==> config.mk <==
export PLATFORM = sky130hd
export DESIGN_NAME = ppg_peak_heart_rate_flat
export DESIGN_NICKNAME = d
export VERILOG_FILES = /design/src/design/pph_pkg.sv /design/src/design/pph_chan_if.sv /design/src/design/pph_peak_detect.sv /design/src/design/pph_serial_div.sv /design/src/design/pph_rate_history.sv /design/src/design/ppg_peak_heart_rate.sv /design/src/flat_wrapper.sv
export SDC_FILE = /design/constraint.sdc
export NUM_CORES = 1
export LEC_CHECK = 0
export ABC_AREA = 1
export BUFFER_PORTS_ARGS = -buffer_cell sky130_fd_sc_hd__clkbuf_2
export CAP_MARGIN = 15
export CORE_MARGIN = 2
export CORE_UTILIZATION = 60
export DETAILED_ROUTE_END_ITERATION = 7
export MAX_ROUTING_LAYER = met4
export PLACE_DENSITY = 0.79
export RECOVER_POWER = 50
export SYNTH_ARGS = -nofsm -noshare
export SYNTH_HDL_FRONTEND = slang
export SYNTH_SLANG_ARGS = --single-unit
==> constraint.sdc <==
create_clock -name clock -period 5.07 [get_ports clock]
set_input_delay 1.2675 -clock clock [delete_from_list [all_inputs] [get_ports clock]]
set_output_delay 1.2675 -clock clock [all_outputs]
set_load 0.005 [all_outputs]
==> src/design/pph_pkg.sv <==
// Shared constants, codes and types of the PPG peak heart-rate estimator.
package pph_pkg;

   // Field widths
   localparam int SAMPLE_W  = 16;
   localparam int TIME_W    = 32;
   localparam int RATE_W    = 16;
   localparam int HR_W      = 8;
   localparam int LEN_W     = 3;
   localparam int SUM_W     = 19;
   localparam int QUO_W     = 19;
   localparam int DIVISOR_W = 16;

   // Peak window geometry
   localparam int WINDOW_DEPTH = 7;
   localparam int WIN_FILL_W   = 3;

   // Rate history depth default
   localparam int HISTORY_DEPTH_DEF = 7;

   // Beats-per-minute numerator over a millisecond interval
   localparam logic [QUO_W-1:0] RATE_NUMERATOR = QUO_W'(60000);

   // Register port
   localparam int CSR_IDX_W  = 2;
   localparam int CSR_DATA_W = 16;
   localparam logic [CSR_IDX_W-1:0] CSR_MIN_PEAK_INTERVAL = 2'd0;
   localparam logic [CSR_IDX_W-1:0] CSR_MIN_VALID_RATES   = 2'd1;
   localparam logic [CSR_IDX_W-1:0] CSR_AVERAGE_LENGTH    = 2'd2;

   // Register reset values
   localparam logic [15:0]      MIN_PEAK_INTERVAL_RST = 16'd320;
   localparam logic [LEN_W-1:0] MIN_VALID_RATES_RST   = 3'd3;
   localparam logic [LEN_W-1:0] AVERAGE_LENGTH_RST    = 3'd5;

   // Commands from the sequencer to the rate history
   typedef struct packed {
      logic             drop;
      logic             append;
      logic             sum_start;
      logic [LEN_W-1:0] len;
   } hist_cmd_type;

   // Peak detector status toward the sequencer
   typedef struct packed {
      logic                 accepted;
      logic                 gap_big;
      logic [DIVISOR_W-1:0] gap_low;
   } peak_stat_type;

endpackage

==> src/design/pph_chan_if.sv <==
// Valid/ready channel interfaces for the sample input and the rate output.
interface pph_req_if;
   import pph_pkg::*;

   logic                valid;
   logic                ready;
   logic [SAMPLE_W-1:0] sample;
   logic [TIME_W-1:0]   timestamp_ms;

   modport source (output valid, output sample, output timestamp_ms, input ready);
   modport sink   (input valid, input sample, input timestamp_ms, output ready);
endinterface

interface pph_rsp_if;
   import pph_pkg::*;

   logic            valid;
   logic            ready;
   logic [HR_W-1:0] heart_rate;

   modport source (output valid, output heart_rate, input ready);
   modport sink   (input valid, input heart_rate, output ready);
endinterface

==> src/design/pph_peak_detect.sv <==
// Seven-sample value/time window, peak test and last-peak tracking.
module pph_peak_detect (
   input  logic                           clock,
   input  logic                           reset,
   input  logic                           push,
   input  logic [pph_pkg::SAMPLE_W-1:0]   sample,
   input  logic [pph_pkg::TIME_W-1:0]     timestamp_ms,
   input  logic                           check,
   input  logic [15:0]                    min_peak_interval,
   output pph_pkg::peak_stat_type         stat
);
   import pph_pkg::*;

   logic [SAMPLE_W-1:0]   samp_ff [WINDOW_DEPTH];
   logic [SAMPLE_W-1:0]   samp_in [WINDOW_DEPTH];
   logic [TIME_W-1:0]     time_ff [WINDOW_DEPTH];
   logic [TIME_W-1:0]     time_in [WINDOW_DEPTH];
   logic [WIN_FILL_W-1:0] fill_ff, fill_in;
   logic [TIME_W-1:0]     last_ff, last_in;

   logic                  full;
   logic                  is_peak;
   logic [TIME_W-1:0]     gap;
   logic                  accepted;

   assign full = (fill_ff == WIN_FILL_W'(WINDOW_DEPTH));

   // Window update: fill up from the bottom, then shift down once full
   always_comb begin
      for (int i = 0; i < WINDOW_DEPTH; i++) begin
         samp_in[i] = samp_ff[i];
         time_in[i] = time_ff[i];
      end
      fill_in = fill_ff;
      if (push) begin
         if (full) begin
            for (int i = 0; i < WINDOW_DEPTH - 1; i++) begin
               samp_in[i] = samp_ff[i+1];
               time_in[i] = time_ff[i+1];
            end
            samp_in[WINDOW_DEPTH-1] = sample;
            time_in[WINDOW_DEPTH-1] = timestamp_ms;
         end else begin
            for (int i = 0; i < WINDOW_DEPTH; i++) begin
               if (fill_ff == WIN_FILL_W'(i)) begin
                  samp_in[i] = sample;
                  time_in[i] = timestamp_ms;
               end
            end
            fill_in = fill_ff + 1'b1;
         end
      end
   end

   // Centre sample against its neighbors; outermost ones must be strictly lower
   assign is_peak = (samp_ff[3] >= samp_ff[2]) && (samp_ff[3] >= samp_ff[1]) &&
                    (samp_ff[3] >  samp_ff[0]) && (samp_ff[3] >= samp_ff[4]) &&
                    (samp_ff[3] >= samp_ff[5]) && (samp_ff[3] >  samp_ff[6]);

   // Interval since last accepted peak, modulo 2^32
   assign gap      = time_ff[3] - last_ff;
   assign accepted = is_peak && (gap > {16'b0, min_peak_interval});

   always_comb begin
      last_in = last_ff;
      if (check && accepted) begin
         last_in = time_ff[3];
      end
   end

   assign stat.accepted = accepted;
   assign stat.gap_big  = (gap[TIME_W-1:DIVISOR_W] != '0);
   assign stat.gap_low  = gap[DIVISOR_W-1:0];

   always_ff @(posedge clock) begin
      if (reset) begin
         for (int i = 0; i < WINDOW_DEPTH; i++) begin
            samp_ff[i] <= '0;
            time_ff[i] <= '0;
         end
         fill_ff <= '0;
         last_ff <= '0;
      end else begin
         for (int i = 0; i < WINDOW_DEPTH; i++) begin
            samp_ff[i] <= samp_in[i];
            time_ff[i] <= time_in[i];
         end
         fill_ff <= fill_in;
         last_ff <= last_in;
      end
   end

endmodule

==> src/design/pph_serial_div.sv <==
// Bit-serial restoring divider: one quotient bit per cycle.
module pph_serial_div (
   input  logic                           clock,
   input  logic                           reset,
   input  logic                           start,
   input  logic [pph_pkg::QUO_W-1:0]      dividend,
   input  logic [pph_pkg::DIVISOR_W-1:0]  divisor,
   output logic                           done,
   output logic [pph_pkg::QUO_W-1:0]      quotient
);
   import pph_pkg::*;

   localparam int CNT_W = $clog2(QUO_W);

   logic [QUO_W-1:0]     quo_ff, quo_in;
   logic [DIVISOR_W-1:0] rem_ff, rem_in;
   logic [DIVISOR_W-1:0] dsr_ff, dsr_in;
   logic [CNT_W-1:0]     cnt_ff, cnt_in;
   logic                 busy_ff, busy_in;
   logic                 done_ff, done_in;

   logic [DIVISOR_W:0]   shifted;
   logic [DIVISOR_W+1:0] diff;

   // Next partial remainder takes the top dividend bit; trial subtract
   assign shifted = {rem_ff, quo_ff[QUO_W-1]};
   assign diff    = {1'b0, shifted} - {2'b0, dsr_ff};

   always_comb begin
      quo_in  = quo_ff;
      rem_in  = rem_ff;
      dsr_in  = dsr_ff;
      cnt_in  = cnt_ff;
      busy_in = busy_ff;
      done_in = 1'b0;
      if (start) begin
         quo_in  = dividend;
         rem_in  = '0;
         dsr_in  = divisor;
         cnt_in  = CNT_W'(QUO_W - 1);
         busy_in = 1'b1;
      end else if (busy_ff) begin
         if (!diff[DIVISOR_W+1]) begin
            rem_in = diff[DIVISOR_W-1:0];
            quo_in = {quo_ff[QUO_W-2:0], 1'b1};
         end else begin
            rem_in = shifted[DIVISOR_W-1:0];
            quo_in = {quo_ff[QUO_W-2:0], 1'b0};
         end
         cnt_in = cnt_ff - 1'b1;
         if (cnt_ff == '0) begin
            busy_in = 1'b0;
            done_in = 1'b1;
         end
      end
   end

   always_ff @(posedge clock) begin
      quo_ff <= quo_in;
      rem_ff <= rem_in;
      dsr_ff <= dsr_in;
      cnt_ff <= cnt_in;
   end

   always_ff @(posedge clock) begin
      if (reset) begin
         busy_ff <= 1'b0;
         done_ff <= 1'b0;
      end else begin
         busy_ff <= busy_in;
         done_ff <= done_in;
      end
   end

   assign done     = done_ff;
   assign quotient = quo_ff;

endmodule

==> src/design/pph_rate_history.sv <==
// Shifting rate history with count and a one-entry-per-cycle summing walk.
module pph_rate_history #(
   parameter int HISTORY_DEPTH = pph_pkg::HISTORY_DEPTH_DEF
) (
   input  logic                                  clock,
   input  logic                                  reset,
   input  pph_pkg::hist_cmd_type                 cmd,
   input  logic [pph_pkg::RATE_W-1:0]            rate,
   output logic [$clog2(HISTORY_DEPTH+1)-1:0]    count,
   output logic                                  sum_done,
   output logic [pph_pkg::SUM_W-1:0]             sum
);
   import pph_pkg::*;

   localparam int CNT_W = $clog2(HISTORY_DEPTH + 1);
   localparam int IDX_W = $clog2(HISTORY_DEPTH);

   logic [RATE_W-1:0] hist_ff [HISTORY_DEPTH];
   logic [RATE_W-1:0] hist_in [HISTORY_DEPTH];
   logic [CNT_W-1:0]  count_ff, count_in;

   logic [IDX_W-1:0]  ptr_ff, ptr_in;
   logic [LEN_W-1:0]  left_ff, left_in;
   logic [SUM_W-1:0]  acc_ff, acc_in;
   logic              busy_ff, busy_in;
   logic              done_ff, done_in;

   logic              full;
   logic [CNT_W-1:0]  start_idx;

   assign full      = (count_ff == CNT_W'(HISTORY_DEPTH));
   assign start_idx = count_ff - CNT_W'(cmd.len);

   // Storage: drop oldest when full, append at the count
   always_comb begin
      for (int i = 0; i < HISTORY_DEPTH; i++) begin
         hist_in[i] = hist_ff[i];
      end
      count_in = count_ff;
      if (cmd.drop && full) begin
         for (int i = 0; i < HISTORY_DEPTH - 1; i++) begin
            hist_in[i] = hist_ff[i+1];
         end
         count_in = count_ff - 1'b1;
      end else if (cmd.append) begin
         hist_in[count_ff[IDX_W-1:0]] = rate;
         count_in = count_ff + 1'b1;
      end
   end

   // Summing walk over the newest len entries
   always_comb begin
      ptr_in  = ptr_ff;
      left_in = left_ff;
      acc_in  = acc_ff;
      busy_in = busy_ff;
      done_in = 1'b0;
      if (cmd.sum_start) begin
         ptr_in  = start_idx[IDX_W-1:0];
         left_in = cmd.len;
         acc_in  = '0;
         busy_in = 1'b1;
      end else if (busy_ff) begin
         acc_in  = acc_ff + SUM_W'(hist_ff[ptr_ff]);
         ptr_in  = ptr_ff + 1'b1;
         left_in = left_ff - 1'b1;
         if (left_ff == LEN_W'(1)) begin
            busy_in = 1'b0;
            done_in = 1'b1;
         end
      end
   end

   always_ff @(posedge clock) begin
      for (int i = 0; i < HISTORY_DEPTH; i++) begin
         hist_ff[i] <= hist_in[i];
      end
      ptr_ff  <= ptr_in;
      left_ff <= left_in;
      acc_ff  <= acc_in;
   end

   always_ff @(posedge clock) begin
      if (reset) begin
         count_ff <= '0;
         busy_ff  <= 1'b0;
         done_ff  <= 1'b0;
      end else begin
         count_ff <= count_in;
         busy_ff  <= busy_in;
         done_ff  <= done_in;
      end
   end

   assign count    = count_ff;
   assign sum_done = done_ff;
   assign sum      = acc_ff;

endmodule

==> src/design/ppg_peak_heart_rate.sv <==
// Top level of the PPG peak-interval heart-rate estimator.
//
// Usage: each transfer on req_ch carries one optical sample and its
// millisecond timestamp; each accepted sample yields exactly one transfer
// on rsp_ch holding the current heart rate in beats per minute (zero until
// enough peak intervals have been seen). The user writes registers through
// the csr_ port only while the block is idle; the block does not enforce it.
// Index 0 minimum peak interval, 1 rates needed before the output updates,
// 2 averaging length.
// Operation: one sample is in work at a time; one that is not an accepted peak
// skips the steps below. An accepted peak runs a 19-step serial divide for the
// rate (skipped when the interval exceeds 65535 ms), a walk summing up to 7
// history entries and a second 19-step divide for the mean (both skipped when
// too few rates are held); both divides share the one bit-serial divider.
// The result waits in an output register, so the next sample is taken while
// the receiver stalls; only its own result then waits for rsp_ch.ready.
// Reset (synchronous): window zeroed, history empty, rate zero, registers at
// their defaults; ready rises in the first cycle after reset.
module ppg_peak_heart_rate #(
   parameter int HISTORY_DEPTH = pph_pkg::HISTORY_DEPTH_DEF
) (
   input  logic                              clock,
   input  logic                              reset,
   pph_req_if.sink                           req_ch,
   pph_rsp_if.source                         rsp_ch,
   input  logic                              csr_wr_en,
   input  logic [pph_pkg::CSR_IDX_W-1:0]     csr_index,
   input  logic [pph_pkg::CSR_DATA_W-1:0]    csr_wr_data
);
   import pph_pkg::*;

   localparam int CNT_W = $clog2(HISTORY_DEPTH + 1);
   localparam int CMP_W = (CNT_W > LEN_W) ? CNT_W : LEN_W;

   // Sequencer states
   localparam logic [2:0] S_IDLE     = 3'd0;
   localparam logic [2:0] S_CHECK    = 3'd1;
   localparam logic [2:0] S_DIV_RATE = 3'd2;
   localparam logic [2:0] S_POST     = 3'd3;
   localparam logic [2:0] S_SUM      = 3'd4;
   localparam logic [2:0] S_DIV_MEAN = 3'd5;
   localparam logic [2:0] S_FINISH   = 3'd6;

   logic [2:0]       state_ff, state_in;
   logic [HR_W-1:0]  rate_ff, rate_in;
   logic             rsp_valid_ff, rsp_valid_in;
   logic [HR_W-1:0]  rsp_hr_ff, rsp_hr_in;

   logic [15:0]      min_int_ff;
   logic [LEN_W-1:0] min_valid_ff;
   logic [LEN_W-1:0] avg_len_ff;

   logic             push;
   logic             check;
   peak_stat_type    stat;

   logic             div_start;
   logic [QUO_W-1:0] div_dividend;
   logic [DIVISOR_W-1:0] div_divisor;
   logic             div_done;
   logic [QUO_W-1:0] div_quo;

   hist_cmd_type     hcmd;
   logic [RATE_W-1:0] append_rate;
   logic [CNT_W-1:0] hist_count;
   logic             sum_done;
   logic [SUM_W-1:0] hist_sum;

   logic [CMP_W-1:0] cnt_ext, avg_ext, mv_ext;
   logic [LEN_W-1:0] len_sel;

   // Register writes; unknown index is ignored
   always_ff @(posedge clock) begin
      if (reset) begin
         min_int_ff   <= MIN_PEAK_INTERVAL_RST;
         min_valid_ff <= MIN_VALID_RATES_RST;
         avg_len_ff   <= AVERAGE_LENGTH_RST;
      end else if (csr_wr_en) begin
         unique case (csr_index)
            CSR_MIN_PEAK_INTERVAL: min_int_ff   <= csr_wr_data[15:0];
            CSR_MIN_VALID_RATES:   min_valid_ff <= csr_wr_data[LEN_W-1:0];
            CSR_AVERAGE_LENGTH:    avg_len_ff   <= csr_wr_data[LEN_W-1:0];
            default: ;
         endcase
      end
   end

   pph_peak_detect u_peak (
      .clock             (clock),
      .reset             (reset),
      .push              (push),
      .sample            (req_ch.sample),
      .timestamp_ms      (req_ch.timestamp_ms),
      .check             (check),
      .min_peak_interval (min_int_ff),
      .stat              (stat)
   );

   pph_serial_div u_div (
      .clock    (clock),
      .reset    (reset),
      .start    (div_start),
      .dividend (div_dividend),
      .divisor  (div_divisor),
      .done     (div_done),
      .quotient (div_quo)
   );

   pph_rate_history #(
      .HISTORY_DEPTH (HISTORY_DEPTH)
   ) u_hist (
      .clock    (clock),
      .reset    (reset),
      .cmd      (hcmd),
      .rate     (append_rate),
      .count    (hist_count),
      .sum_done (sum_done),
      .sum      (hist_sum)
   );

   // Averaging length: newest min(count, average_length) rates
   assign cnt_ext = CMP_W'(hist_count);
   assign avg_ext = CMP_W'(avg_len_ff);
   assign mv_ext  = CMP_W'(min_valid_ff);
   assign len_sel = (cnt_ext > avg_ext) ? avg_len_ff : LEN_W'(hist_count);

   // Sequencer
   always_comb begin
      state_in      = state_ff;
      rate_in       = rate_ff;
      rsp_valid_in  = rsp_valid_ff && !rsp_ch.ready;
      rsp_hr_in     = rsp_hr_ff;
      push          = 1'b0;
      check         = 1'b0;
      div_start     = 1'b0;
      div_dividend  = RATE_NUMERATOR;
      div_divisor   = stat.gap_low;
      hcmd          = '0;
      hcmd.len      = len_sel;
      append_rate   = div_quo[RATE_W-1:0];
      unique case (state_ff)
         S_IDLE: begin
            if (req_ch.valid) begin
               push      = 1'b1;
               hcmd.drop = 1'b1;
               state_in  = S_CHECK;
            end
         end
         S_CHECK: begin
            check = 1'b1;
            if (!stat.accepted) begin
               state_in = S_FINISH;
            end else if (stat.gap_big) begin
               // interval above 65535 ms: rate truncates to zero
               hcmd.append = 1'b1;
               append_rate = '0;
               state_in    = S_POST;
            end else begin
               div_start = 1'b1;
               state_in  = S_DIV_RATE;
            end
         end
         S_DIV_RATE: begin
            if (div_done) begin
               hcmd.append = 1'b1;
               state_in    = S_POST;
            end
         end
         S_POST: begin
            if (cnt_ext >= mv_ext) begin
               if (len_sel == '0) begin
                  rate_in  = '0;
                  state_in = S_FINISH;
               end else begin
                  hcmd.sum_start = 1'b1;
                  state_in       = S_SUM;
               end
            end else begin
               state_in = S_FINISH;
            end
         end
         S_SUM: begin
            if (sum_done) begin
               div_start    = 1'b1;
               div_dividend = hist_sum;
               div_divisor  = DIVISOR_W'(len_sel);
               state_in     = S_DIV_MEAN;
            end
         end
         S_DIV_MEAN: begin
            if (div_done) begin
               rate_in  = div_quo[HR_W-1:0];
               state_in = S_FINISH;
            end
         end
         S_FINISH: begin
            if (!rsp_valid_ff || rsp_ch.ready) begin
               rsp_valid_in = 1'b1;
               rsp_hr_in    = rate_ff;
               state_in     = S_IDLE;
            end
         end
         default: state_in = S_IDLE;
      endcase
   end

   always_ff @(posedge clock) begin
      if (reset) begin
         state_ff     <= S_IDLE;
         rate_ff      <= '0;
         rsp_valid_ff <= 1'b0;
      end else begin
         state_ff     <= state_in;
         rate_ff      <= rate_in;
         rsp_valid_ff <= rsp_valid_in;
      end
   end

   // Output payload register
   always_ff @(posedge clock) begin
      rsp_hr_ff <= rsp_hr_in;
   end

   assign req_ch.ready      = (state_ff == S_IDLE) && !reset;
   assign rsp_ch.valid      = rsp_valid_ff;
   assign rsp_ch.heart_rate = rsp_hr_ff;

endmodule
==> src/flat_wrapper.sv <==
// flat-port wrapper written by rule: the top's interface ports become plain ports
module ppg_peak_heart_rate_flat import pph_pkg::*;
#(
   parameter int HISTORY_DEPTH = pph_pkg::HISTORY_DEPTH_DEF
)
  (clock, reset, csr_wr_en, csr_index, csr_wr_data, req_ch_valid, req_ch_sample, req_ch_timestamp_ms, req_ch_ready, rsp_ch_valid, rsp_ch_heart_rate, rsp_ch_ready);
  pph_req_if req_ch_i ();
  pph_rsp_if rsp_ch_i ();
  input  logic clock;
  input  logic reset;
  input  logic csr_wr_en;
  input  logic [pph_pkg::CSR_IDX_W-1:0] csr_index;
  input  logic [pph_pkg::CSR_DATA_W-1:0] csr_wr_data;
  input wire logic [$bits(req_ch_i.valid)-1:0] req_ch_valid;
  input wire logic [$bits(req_ch_i.sample)-1:0] req_ch_sample;
  input wire logic [$bits(req_ch_i.timestamp_ms)-1:0] req_ch_timestamp_ms;
  output wire logic [$bits(req_ch_i.ready)-1:0] req_ch_ready;
  output wire logic [$bits(rsp_ch_i.valid)-1:0] rsp_ch_valid;
  output wire logic [$bits(rsp_ch_i.heart_rate)-1:0] rsp_ch_heart_rate;
  input wire logic [$bits(rsp_ch_i.ready)-1:0] rsp_ch_ready;
  assign req_ch_i.valid = req_ch_valid;
  assign req_ch_i.sample = req_ch_sample;
  assign req_ch_i.timestamp_ms = req_ch_timestamp_ms;
  assign req_ch_ready = req_ch_i.ready;
  assign rsp_ch_valid = rsp_ch_i.valid;
  assign rsp_ch_heart_rate = rsp_ch_i.heart_rate;
  assign rsp_ch_i.ready = rsp_ch_ready;
  ppg_peak_heart_rate #(.HISTORY_DEPTH(HISTORY_DEPTH)) u_core (.clock(clock), .reset(reset), .req_ch(req_ch_i), .rsp_ch(rsp_ch_i), .csr_wr_en(csr_wr_en), .csr_index(csr_index), .csr_wr_data(csr_wr_data));
endmodule
Word level (Yosys, flattened, before mapping)
Memory sizes are Yosys's and may differ from the RTL's. A register that Yosys moved wholly into a read port is not among the register bits. Cells that the tools add are included.

Add/subtract/negate cells: 10. Magnitude comparators: 11. Equal/unequal tests: 26. Muxes and demuxes: 98. Bitwise logic cells: 18. Reduce and logical (&&, ||, !) cells: 35.

Operators with widths (count): $mux W224 (2); $mux W32 (14); $mux W16 (22); $mux W112 (3); $bwmux W112 (1); $mux W96 (1); $mux W19 (4); $ge A16 B16 Y1 (4); $demux W16 S3 (1); $mux W3 (14); $gt A16 B16 Y1 (2); $gt A32 B16 Y1 (1); $sub A32 B32 Y32 (1); $mux W1 (27); $eq A3 B3 Y1 const B (8); $mux W8 (3); $pmux W3 S7 (1); $add A19 B16 Y19 (1); $sub A17 B16 Y18 (1); $pmux W8 S2 (1); $reduce_bool A16 Y1 (1); $or A1 B1 Y1 (14); $eq A3 B2 Y1 const B (4); $logic_and A1 B1 Y1 (11); 30 further kinds (56).

Flip-flop bits (word level): 165. RAM bits: 448. Output and inout port bits: 10. Logic and storage cells: 222. Memories: 3.

Memory list: u_core.u_peak.time_ff (words 7, width 32, rd ports 6, clocked after Yosys merged registers in 0, write ports 7, RTL line pph_peak_detect.sv:16) `logic [TIME_W-1:0] time_ff [WINDOW_DEPTH];`; u_core.u_hist.hist_ff (words 7, width 16, rd ports 8, clocked after Yosys merged registers in 1, write ports 7, RTL line pph_rate_history.sv:18) `logic [RATE_W-1:0] hist_ff [HISTORY_DEPTH];`; u_core.u_peak.samp_ff (words 7, width 16, rd ports 7, clocked after Yosys merged registers in 0, write ports 7, RTL line pph_peak_detect.sv:14) `logic [SAMPLE_W-1:0] samp_ff [WINDOW_DEPTH];`.

Depth between registers and ports, before layout
An unclocked memory read counts as a cell.

Depth in word-level cells: 13. Depth in mapped cells: 26. Gate-level depth less buffers: 25.

Hierarchy
From an unflattened synthesis, not the netlist that was laid out.

Cells, all modules: 4008. Area total of the unflattened synthesis: 29811.1 um^2.

By module, submodules not included: pph_peak_detect (times used 1, cells each 2341, area an instance 16438.3 um^2); pph_rate_history (times used 1, cells each 876, area an instance 7612.3 um^2); pph_serial_div (times used 1, cells each 453, area an instance 3508.4 um^2); ppg_peak_heart_rate (times used 1, cells each 338, area an instance 2252.2 um^2).

Least setup slack after synthesis
No wires, ideal clock.

Kind: reg-to-reg. Start: memory u_core.u_peak.time_ff[3][0] (netlist: u_core.u_peak.time_ff[0][96]). End: register u_core.u_div.quo_ff[0] (netlist: u_core.u_div.quotient[0]) (enable). Arrival: 3.599 ns. Data required time: 4.694 ns. Setup slack: 1.095 ns. Cell stages (with the launch flop): 22. Buffers on the path: 1. Path through: edfxtp_1 -> inv_1 -> ha_1 -> inv_1 -> fa_1 -> nand2_1 -> nand2_1 -> nand3_1 -> nand2_1 -> nand2_1 -> nand2_1 -> xor2_1 -> ha_1 -> nand2_1 -> nor4_1 -> a21oi_1 -> a41oi_1 -> nand4_1 -> nand2_1 -> inv_1 -> clkbuf_1 -> nand2_1.

RTL lines: from (decl) (RTL line pph_peak_detect.sv:16); to (signal assigned) (RTL line pph_serial_div.sv:59) `quo_ff <= quo_in;`; to (decl) (RTL line pph_serial_div.sv:15) `logic [QUO_W-1:0] quo_ff, quo_in;`.

==> results.sh <==
export IMPL_share_of_cells_above_drive_strength_1_pct=6.230
export IMPL_ys_dominant_reg_cell="dfxtp_1"
export IMPL_postLayoutSetupSlackWorst_ns=0.4458
export IMPL_report_final_hold_viol_count=0
export IMPL_async_reset_ff_share_pct=0
export IMPL_post_cts_repair_setup_buffers=0
export IMPL_antenna_left=0
export IMPL_critical_path_max_fanout=41
export IMPL_layout_overhead_on_the_synthesized_area_pct=9.368
export IMPL_vias=24826
export IMPL_cts_tree="built"
export IMPL_final_cells=4435
export IMPL_syn_area_per_cell_um2=7.642
export IMPL_worst_ep_arrival_time_ns=4.87
export IMPL_via_count_of_the_first_global_routing_pass=23111
export IMPL_detail_route_drc_violations=0
export IMPL_worst_hold_path_type="reg2reg"
export IMPL_cts_resized_gates=0
export IMPL_setup_tns_ns=0
export IMPL_cpPeakStageDelay_ns=0.83
export IMPL_critPathSlowestCell="inv_1"
export IMPL_synthesis_yosys_warnings=0
export IMPL_die_area_um2=49690
export IMPL_wire_length_of_the_first_global_routing_pass_mm=114.6
export IMPL_die_height_um=222.9
export IMPL_power_sequential_fraction_pct=43.1
export IMPL_pin_count=81
export IMPL_die_x_um=222.9
export IMPL_layout_cells_most_common="nand2_1"
export IMPL_rsz_0062_raised_after_global_routing="false"
export IMPL_finalWorstPathRequiredPeriod_ns=4.624
export IMPL_worst_ir_drop_vdd_mv=0.3096
export IMPL_power_per_cell_area_nw_per_um2=345.2
export IMPL_worstMarginPinSlew_ns=2.183
export IMPL_clock_tree_buffer_depth=3
export IMPL_worstSetupStartpointType="flop"
export IMPL_yosys_register_bits=520
export IMPL_cts_h_tree_depth=2
export IMPL_grt_max_degree=148
export IMPL_crit_path_cell_trace="ha_1 > ha_2 > inv_1 > a21oi_1 > inv_1 > clkbuf_2 > nand2_1 > clkbuf_2"
export IMPL_total_standard_cell_area_after_synthesis_um2=28760
export IMPL_grt_overflow_total=0
export IMPL_routed_wirelength_mm=70.19
export IMPL_synthesis_nets=4031
export IMPL_yosysSeqAreaShare_pct=44.03
export IMPL_power_net_switching_mw=3.143
export IMPL_power_switching_fraction_pct=28.95
export IMPL_antennaDiodeCount=0
export IMPL_cp_required_ns=5.31
export IMPL_cts_root_buf="clkbuf_16"
export IMPL_avgRoutedWirePerCell_um=15.83
export IMPL_worst_max_slew_margin_expressed_relative_to_the_limit_pct=-45.51
export IMPL_clock_pin_transition_on_the_worst_setup_and_hold_timing_paths_ns=0.06
export IMPL_drt_pass1_iterations=7
export IMPL_post_cts_hold_fix_bufs=0
export IMPL_status="finished with violations"
export IMPL_pre_cts_ws_ns=0.5104
export IMPL_leakage_nw=14.10
export IMPL_max_freq_mhz=216.3
export IMPL_route_detailed_vias_per_inst=5.598
export IMPL_placed_cells=4333
export IMPL_hold_slack_ns=0.4449
export IMPL_fill_cells=4009
export IMPL_seqCellArea_um2=12660
export IMPL_port_buffer_count=80
export IMPL_max_cap_violations=1
export IMPL_share_clk_of_total_power_pct=38.3
export IMPL_multi_input_comb_area_um2=13540
export IMPL_synth_enable_flop_cells=225
export IMPL_synth_lib_cells_used_distinct=49
export IMPL_clk_latency_ns=0.63
export IMPL_share_comb_of_total_power_pct=18.6
export IMPL_numClockSinks=520
export IMPL_nets=4042
export IMPL_most_frequent_cells_in_the_layout="nand2_1 (716), o21ai_0 (505), inv_1 (489), a21oi_1 (398), nor2_1 (369)"
export IMPL_timing_critical_path_to_type="flop"
export IMPL_p_int_mw=7.715
export IMPL_crit_type="reg2reg"
export IMPL_antenna_violations_before_repair=0
export IMPL_initial_core_utilization_pct=60.48
export IMPL_drt_iter0_markers=2112
export IMPL_floorplan_rows=80
export IMPL_coreArea_um2=47550
export IMPL_timing_final_setup_violations=0
export IMPL_clock_skew_ns=0.03518
export IMPL_rd_place_congestion=0.9818
export IMPL_failed_checks="max-capacitance violations, max-slew violations"
export IMPL_dp_hpwl_mm=49.19
export IMPL_slew_violations=148
export IMPL_cts_inserted_buffers=54
export IMPL_layout_worst_path_cycle_share_pct=91.21
export IMPL_global_route_usage_total_pct=29.00
export IMPL_post_synth_inst_count=3763
-- Yosys cell counts, types with 23 or more instances --
library cell	instances	area share, %
inv_1	483	6.3
dfxtp_1	295	21
o21ai_0	504	8.8
xor2_1	32	0.97
nand2_1	717	9.4
a31oi_1	38	0.83
ha_1	193	8.4
nor3_1	23	0.40
edfxtp_1	225	23
clkbuf_1	140	1.8
a21oi_1	398	6.9
nand4_1	30	0.65
nand3_1	129	2.2
nor2_1	368	4.8
-- registers in the layout, summed over array words and instances (netlist names), 5 cells and up, named ones only --
signal and flops:
u_core.u_peak.time_ff 128, u_core.rate_ff 8, u_core.u_peak.samp_ff 112, u_core.u_peak.last_ff 32
u_core.u_div.dsr_ff 16, u_core.u_div.cnt_ff 5, u_core.min_int_ff 16, u_core.u_hist.hist_ff 112
u_core.u_hist.sum 19, u_core.u_div.quotient 19, u_core.u_div.rem_ff 16, u_core.rsp_ch.heart_rate 8
-- through the flow --
stage	area (µm²)	util [%]	power, mW
3_5_place_dp	29610	62.27	6.747
5_1_grt	31450	66.14	11.36
4_1_cts	31490	66.23	10.89
6_report	31450	66.14	10.86
2_1_floorplan	28760	-	6.192
3_3_place_gp	29610	62.27	6.705
-- final timing paths --
path | from | end | slack [ns] | cells after the start
max | u_core.u_peak.fill_ff[1] | u_core.u_peak.time_ff[0][146] | 0.45 | 8
min | u_core.rate_ff[7] | u_core.rsp_ch.heart_rate[7] | 0.44 | 0
max reg2reg | u_core.u_peak.fill_ff[1] | u_core.u_peak.time_ff[0][146] | 0.45 | 8
min reg2reg | u_core.rate_ff[7] | u_core.rsp_ch.heart_rate[7] | 0.44 | 0
-- cells by family (layout without fill, tap and decap cells) --
logic type / Yosys count / after routing / synth area share, %
buf+inv: 675 / 732 / 8.990
compound gates: 1017 / 1017 / 18.44
simple gates: 1311 / 1311 / 18.54
flops: 520 / 520 / 44.03
fa+ha+maj: 197 / 197 / 8.676
xor+xnor: 43 / 43 / 1.310
-- worst max-delay path, delay by kind of cell (launching register included) --
family	cells	cell delay (ns)
AO/OA/AOI/OAI	1	0.50
adder cells (fa/ha/maj)	2	0.98
buffers and inverters	4	2.21
flip-flops	1	0.37
AND/OR/NAND/NOR	1	0.14
-- cell type report --
cell class	instances	share of cell area (%)
Timing Repair Buffer	120	2.148
Tap cell	615	2.447
Sequential cell	520	40.27
Clock inverter	24	0.9787
Multi-Input combinational cell	2568	43.05
Clock buffer	78	5.005
Inverter	510	6.103
-- power by group through the flow --
stage	clock, mW	combinational, mW	sequential, mW
after floorplan	0	1.46	4.73
after global placement	0	1.94	4.76
after detailed placement	0	1.98	4.77
after CTS	4.21	2.00	4.68
after global routing	4.36	2.30	4.70
final	4.16	2.01	4.68
-- per-layer routing --
layer	vias up	wire length [µm]	track usage, %
met4	0	2909	12.82
li1	12556	-	-
met1	11314	30660	36.85
met5	-	0	-
met3	154	4471	3.925
met2	802	32140	46.54
(Power assumes the default switching activity.)
